$ cat config.mk
export PLATFORM = sky130hd
export DESIGN_NAME = bmsu_step_div
export DESIGN_NICKNAME = d
export VERILOG_FILES = /design/src/rtl/core/bmsu_pkg.sv /design/src/rtl/core/bmsu_step_div.sv
export SDC_FILE = /design/constraint.sdc
export NUM_CORES = 1
export LEC_CHECK = 0
export ABC_AREA = 0
export BUFFER_PORTS_ARGS = -buffer_cell sky130_fd_sc_hd__buf_4
export CORE_MARGIN = 1.5
export CORE_UTILIZATION = 60
export DETAILED_ROUTE_END_ITERATION = 16
export MAX_ROUTING_LAYER = met4
export PLACE_DENSITY = 0.93
export SLEW_MARGIN = 25
export SYNTH_ARGS = -nofsm -noshare
export SYNTH_HDL_FRONTEND = slang
export SYNTH_SLANG_ARGS = --single-unit
$ cat constraint.sdc
create_clock -name clk -period 6.9 [get_ports clk]
set_input_delay 1.38 -clock clk [delete_from_list [all_inputs] [get_ports clk]]
set_output_delay 1.38 -clock clk [all_outputs]
set_load 0.02 [all_outputs]
$ cat src/rtl/core/bmsu_pkg.sv
// Shared constants, types and sample-axis helper for the bilinear mask scaler.
`timescale 1ns / 1ps
`default_nettype none
package bmsu_pkg;

    localparam int SRC_MAX  = 256;
    localparam int DST_MAX  = 512;
    localparam int ADDR_W   = 16;
    localparam int PIX_W    = 8;
    localparam int SRC_W    = 9;
    localparam int DST_W    = 10;
    localparam int STEP_W   = 25;
    localparam int POS_W    = 9;
    localparam int PROD_W   = POS_W + STEP_W;
    localparam int IDX_W    = 8;
    localparam int CFG_IDX_W = 1;
    localparam int CFG_W    = 10;

    localparam logic [CFG_IDX_W-1:0] CFG_SOURCE_SIZE = 1'd0;
    localparam logic [CFG_IDX_W-1:0] CFG_OUTPUT_SIZE = 1'd1;

    localparam logic [STEP_W-1:0] STEP_RESET  = 25'd65536;
    localparam logic [PROD_W-1:0] HALF_PIXEL  = PROD_W'(32768);
    localparam logic [SRC_W-1:0]  SRC_RESET   = 9'd256;
    localparam logic [DST_W-1:0]  DST_RESET   = 10'd256;

    typedef struct packed {
        logic [IDX_W-1:0] lo;
        logic [IDX_W-1:0] hi;
        logic [7:0]       frac;
    } axis_t;

    typedef struct packed {
        logic             start;
        logic [SRC_W-1:0] src;
        logic [DST_W-1:0] dst;
    } div_req_t;

    function automatic axis_t sample_axis(input logic [PROD_W-1:0] p,
                                          input logic [SRC_W-1:0] src);
        logic [PROD_W-1:0] q;
        logic [PROD_W-17:0] whole;
        logic [IDX_W-1:0] last;
        axis_t r;
        q = (p < HALF_PIXEL) ? '0 : p - HALF_PIXEL;
        whole = q[PROD_W-1:16];
        last = IDX_W'(src - 9'd1);
        r.frac = q[15:8];
        r.lo = (whole > (PROD_W-16)'(last)) ? last : whole[IDX_W-1:0];
        r.hi = ((SRC_W'(r.lo) + 9'd1) < src) ? r.lo + 8'd1 : r.lo;
        return r;
    endfunction

endpackage
`default_nettype wire

$ cat src/rtl/core/bmsu_step_div.sv
// Bit-serial restoring divider that derives the 9.16 sampling step.
`timescale 1ns / 1ps
`default_nettype none
module bmsu_step_div (
    input  wire logic                       clk,
    input  wire logic                       rst_n,
    input  wire bmsu_pkg::div_req_t         req,
    output logic                            busy,
    output logic      [bmsu_pkg::STEP_W-1:0] step
);
    import bmsu_pkg::*;

    logic              busy_reg, busy_next;
    logic [4:0]        cnt_reg, cnt_next;
    logic [STEP_W-1:0] dvd_reg, dvd_next;
    logic [DST_W-1:0]  rem_reg, rem_next;
    logic [STEP_W-1:0] step_reg, step_next;
    logic [DST_W:0]    trial;
    logic              qbit;

    always_comb
    begin
        trial = {rem_reg, dvd_reg[STEP_W-1]};
        qbit = (trial >= {1'b0, req.dst});
        busy_next = busy_reg;
        cnt_next = cnt_reg;
        dvd_next = dvd_reg;
        rem_next = rem_reg;
        step_next = step_reg;
        if (req.start)
        begin
            busy_next = 1'b1;
            cnt_next = 5'(STEP_W);
            dvd_next = {req.src, 16'd0};
            rem_next = '0;
        end
        else if (busy_reg)
        begin
            rem_next = qbit ? DST_W'(trial - {1'b0, req.dst}) : trial[DST_W-1:0];
            dvd_next = {dvd_reg[STEP_W-2:0], qbit};
            cnt_next = cnt_reg - 5'd1;
            if (cnt_reg == 5'd1)
            begin
                busy_next = 1'b0;
                step_next = {dvd_reg[STEP_W-2:0], qbit};
            end
        end
    end

    always_ff @(posedge clk or negedge rst_n)
    begin
        if (!rst_n)
        begin
            busy_reg <= 1'b0;
            cnt_reg <= '0;
            step_reg <= STEP_RESET;
        end
        else
        begin
            busy_reg <= busy_next;
            cnt_reg <= cnt_next;
            step_reg <= step_next;
        end
    end

    always_ff @(posedge clk)
    begin
        dvd_reg <= dvd_next;
        rem_reg <= rem_next;
    end

    assign busy = busy_reg;
    assign step = step_reg;
endmodule
`default_nettype wire

== Yosys cells after proc, flatten, opt, wreduce, memory -nomap -nowiden ==
Index checks and enable logic that the tools add are counted.

* Register bits after elaboration: 66
* Word-level logic and storage cells: 21

* Reductions and logical operators: 2
* Mux-type cells: 8
* Add/sub/neg operators: 2
* Equality and inequality tests: 1
* Magnitude comparators: 1
* Bitwise operators: 1

{| class="wikitable"
|+ Operator list
! operator !! number
|-
| $mux W25 || 2
|-
| $ge A11 B10 Y1 || 1
|-
| $mux W10 || 1
|-
| $mux W5 || 2
|-
| $sub A10 B10 Y10 || 1
|-
| $eq A5 B1 Y1 const B || 1
|-
| $sub A5 B1 Y5 const B || 1
|-
| $mux W1 || 3
|-
| $reduce_and A3 Y1 || 1
|-
| $reduce_bool A2 Y1 || 1
|-
| $not A1 Y1 || 1
|}

== Longest topological paths before layout ==
* Depth after elaboration: 4
* Gate-level depth with buffers: 10
* Gate-level depth less buffers: 10

== Worst setup path before layout ==
OpenSTA, ideal clock, no wires.

* Kind: input-to-reg
* From: in req[0] (netlist bit)
* To: reg rem_reg[8]
* Buffers on the path: 0
* Arrival time: 3.368 ns
* Cell stages on the path: 9
* Library setup time: 0.088 ns
* Data required time: 6.812 ns
* Path slack: 3.444 ns
* Path through: ha_1 inv_1 fa_1 a211oi_1 nor3_1 o31a_1 o21ai_0 or3b_1 a311oi_2

* Cells in the longest elaborated chain, start to end: 2
* Elaborated cells between the ends (all ways): 3
* Those cells by class: add/sub (1); order compare (1); mux (1)

{| class="wikitable"
|+ Ends and longest elaborated chain
! element !! RTL line !! source
|-
| start: declaration || bmsu_step_div.sv:7 || <nowiki>input wire bmsu_pkg::div_req_t req,</nowiki>
|-
| $sub A10 B10 Y10 / $ge A11 B10 Y1 (equally long branches) || bmsu_step_div.sv:39, bmsu_step_div.sv:24 ||
|-
| $mux W10 * || bmsu_step_div.sv:39 || <nowiki>rem_next = qbit ? DST_W'(trial - {1'b0, req.dst}) : trial[DST_W-1:0];</nowiki>
|-
| end signal: assignment || bmsu_step_div.sv:69 || <nowiki>rem_reg <= rem_next;</nowiki>
|-
| end: declaration || bmsu_step_div.sv:16 || <nowiki>logic [DST_W-1:0] rem_reg, rem_next;</nowiki>
|}

Every way passes the cells marked *; elsewhere a longest branch is shown, timed or not.
A chain may end at the register's enable or synchronous reset.

== Worst setup path after layout ==
* From: in req[3] (netlist bit)
* To: reg rem_reg[0]

* Cells in the longest elaborated chain, start to end: 2

{| class="wikitable"
|+ Ends and longest elaborated chain
! element !! RTL line !! source
|-
| $ge A11 B10 Y1 || bmsu_step_div.sv:24 || <nowiki>qbit = (trial >= {1'b0, req.dst});</nowiki>
|-
| $mux W10 || bmsu_step_div.sv:39 ||
|}

Every way passes these cells.

==> results.py <==
metrics = {
    "detailed_routing": {
        "avgRoutedWirePerCell_um": 15.5,
        "routed_via_density": 5.62,
        "drt_iter0_markers": 142,
        "vias": 2175,
        "drc": 0,
        "ant_nets": 0,
        "dr.pass1.iters": 5,
        "finalWirelength_um": 5990,
    },
    "final_layout": {
        "n_antenna_cell": 0,
        "area_growth_pct": 17.4,
        "final_area_mm2": 0.00364,
        "drive_above_1_share_pct": 20.9,
        "nets": 350,
        "final_cells": 387,
    },
    "floorplan": {
        "num_io_pins": 48,
        "initial_core_util_pct": 63.9,
        "core_mm2": 0.00485,
        "rows": 25,
        "die_area_mm2": 0.00560,
        "die_w_um": 74.8,
        "die_y_um": 74.8,
    },
    "cts": {
        "clkTransAtPathRegs_ns": 0.07,
        "cts_tree": "done",
        "ctsResizeCount": 0,
        "cts_setup_buffers": 0,
        "cts-root-buf": "clkbuf_8",
        "htree_levels": 3,
        "clockBufferDepth": 2,
        "clock_latency_ns": 0.33,
        "clock_sinks": 66,
        "cts_made_buffers": 9,
        "cts_hold_buf": 0,
    },
    "timing": {
        "rsz0062_at_grt": "no",
        "maxSlewViolCount": 0,
        "fin_crit_sh_pct": 52.9,
        "skew_ns": 0.00576,
        "slew_headroom_pct": 32.3,
        "setup_violations": 0,
        "worst_slew_pin_slew_ns": 1.01,
        "hold_violations": 0,
        "tns_ns": 0,
        "layout_setup_ws_ns": 3.25,
        "fmax_ghz": 0.274,
        "finalHoldWorstSlack_ns": 0.492,
        "period_minus_slack_ns": 3.65,
    },
    "setup_path": {
        "r2r_cells": 7,
        "reg2reg_slack_ns": 4.08,
        "end_kind": "register",
        "crit_slowest_cell": "nor3b_2",
        "required_ns": 7.14,
        "rr_endpoint": "rem_reg[0]",
        "critPathMaxFanout": 15,
        "worstReg2RegStart": "rem_reg[2]",
        "max_stage_delay_ns": 0.85,
        "crit_type": "in -> reg",
        "path_cells": "buf_4 -> inv_1 -> ha_1 -> a21o_1 -> a21oi_1 -> a2111oi_2 -> nor3b_2 -> mux2_1 -> a211oi_1",
        "critPathLaunchType": "input pin",
        "arrival_ns": 3.89,
    },
    "synth": {
        "synth.distinct_cells": 50,
        "async_reset_ff_share_pct": 47.0,
        "synth_cells": 272,
        "synth.net_count": 307,
        "synth_warnings": 0,
        "ys_ff_latch": 66,
        "postSynthAreaPerCell_um2": 11.4,
        "synth_edf_count": 9,
        "yosysSeqAreaShare_pct": 50.6,
        "ys.flop_type": "dfrtp_1",
        "synthesis.area_mm2": 0.00310,
    },
    "worst_hold_path": {
        "min_to": "step[17]",
        "hp-class": "reg -> reg",
        "worstHoldStart": "step[17]",
        "min_path_cells": 1,
    },
    "placed_design": {
        "place_hpwl_um": 4090,
        "dp.cells": 371,
        "gp_congestion": 0.845,
        "io_buffers": 47,
        "place_ws_ns": 2.98,
        "place_area_mm2": 0.00346,
    },
    "run": {
        "cap_violations": 0,
    },
    "global_route": {
        "grt_overflow_total": 0,
        "antenna_found_initial": 0,
        "grt_pass1_wl_um": 9590,
        "grt_pass1_vias": 2073,
        "grt_usage_pct": 24.3,
        "grt_max_degree": 48,
    },
    "pwr": {
        "total_leakage_power_nw": 1.87,
        "max-vdd-ir-drop_mv": 0.183,
        "powerDensity_mw_per_mm2": 284,
    },
    "run_status": {
        "outcome": "complete, no violations",
    },
}
-- power breakdown --
group          internal, W  switching (W)  total, W
Clock             0.000165       0.000131  0.000296
Combinational     0.000125       0.000147  0.000272
Sequential        0.000430      0.0000323  0.000463
Total             0.000720       0.000311   0.00103
-- cells in the mapped netlist (all sizes together) (7+ instances only) --
cell type / n / area, um^2
dfrtp: 30 / 751
nor2: 30 / 113
dfxtp: 26 / 521
mux2: 25 / 282
mux2i: 19 / 190
inv: 14 / 52.6
ha: 12 / 150
nand2: 12 / 47.6
a211oi: 10 / 75.1
edfxtp: 9 / 270
a22o: 8 / 70.1
buf: 8 / 51.3
clkbuf: 7 / 26.3
-- cells by family after synthesis --
family,Yosys count,synth area share [%]
xor+xnor,10,2.83
mux,44,15.2
flops,66,50.6
buf+inv,29,4.20
fa+ha+maj,13,5.49
simple gates,66,10.6
compound gates,44,11.0
-- cells in the final DEF, fill, tap and decap left out, types with 8 or more instances in the layout --
| cell | synthesis | final |
|---|---|---|
| buf_4 | 1 | 47 |
| nor2_1 | 30 | 30 |
| dfrtp_1 | 30 | 29 |
| dfxtp_1 | 26 | 26 |
| mux2_1 | 25 | 25 |
| mux2i_1 | 19 | 19 |
| inv_1 | 14 | 14 |
| ha_1 | 12 | 12 |
| nand2_1 | 11 | 11 |
| a211oi_1 | 10 | 10 |
| clkbuf_8 | 0 | 9 |
| edfxtp_1 | 9 | 9 |
| a22o_1 | 8 | 8 |
-- per-stage QoR --
stage	total power, W	utilization [%]
floorplan	0.000673	-
global placement	0.000725	71.3
finish	0.00103	75.0
CTS	0.00104	75.0
detailed placement	0.000736	71.3
global route	0.00109	75.0
-- how the worst max path moves through the flow --
| stage | start | endpoint | slack [ns] | cells past startpoint |
|---|---|---|---|---|
| floorplan | req[0] | rem_reg[8] | 3.44 | 9 |
| global placement | req[3] | rem_reg[0] | 3.11 | 9 |
| detailed placement | req[3] | rem_reg[0] | 2.98 | 9 |
| CTS | req[3] | rem_reg[0] | 3.32 | 9 |
| global route | req[3] | rem_reg[0] | 3.11 | 9 |
| finish | req[3] | rem_reg[0] | 3.25 | 9 |
-- critical path, delay by kind of cell --
kind | cells | cell delay (ns)
fa+ha+maj | 1 | 0.34
simple gates | 1 | 0.85
mux | 1 | 0.39
compound gates | 4 | 0.82
buf+inv | 2 | 0.10
-- metal layers --
layer / track usage [%] / vias to the layer above / wire (um)
met5: - / - / 0
li1: - / 1054 / -
met3: 7.90 / 8 / 283
met4: 8.28 / 0 / 69
met2: 39.5 / 60 / 3030
met1: 28.6 / 1053 / 2600
-- layout make-up --
type | count | area, um^2
Sequential cell | 66 | 1570
Clock buffer | 12 | 135
Multi-Input combinational cell | 177 | 1400
Inverter | 14 | 52.6
Tap cell | 67 | 83.8
Timing Repair Buffer | 47 | 353
Fill cell | 328 | 1210
Clock inverter | 4 | 43.8
(Power assumes the default switching activity.)
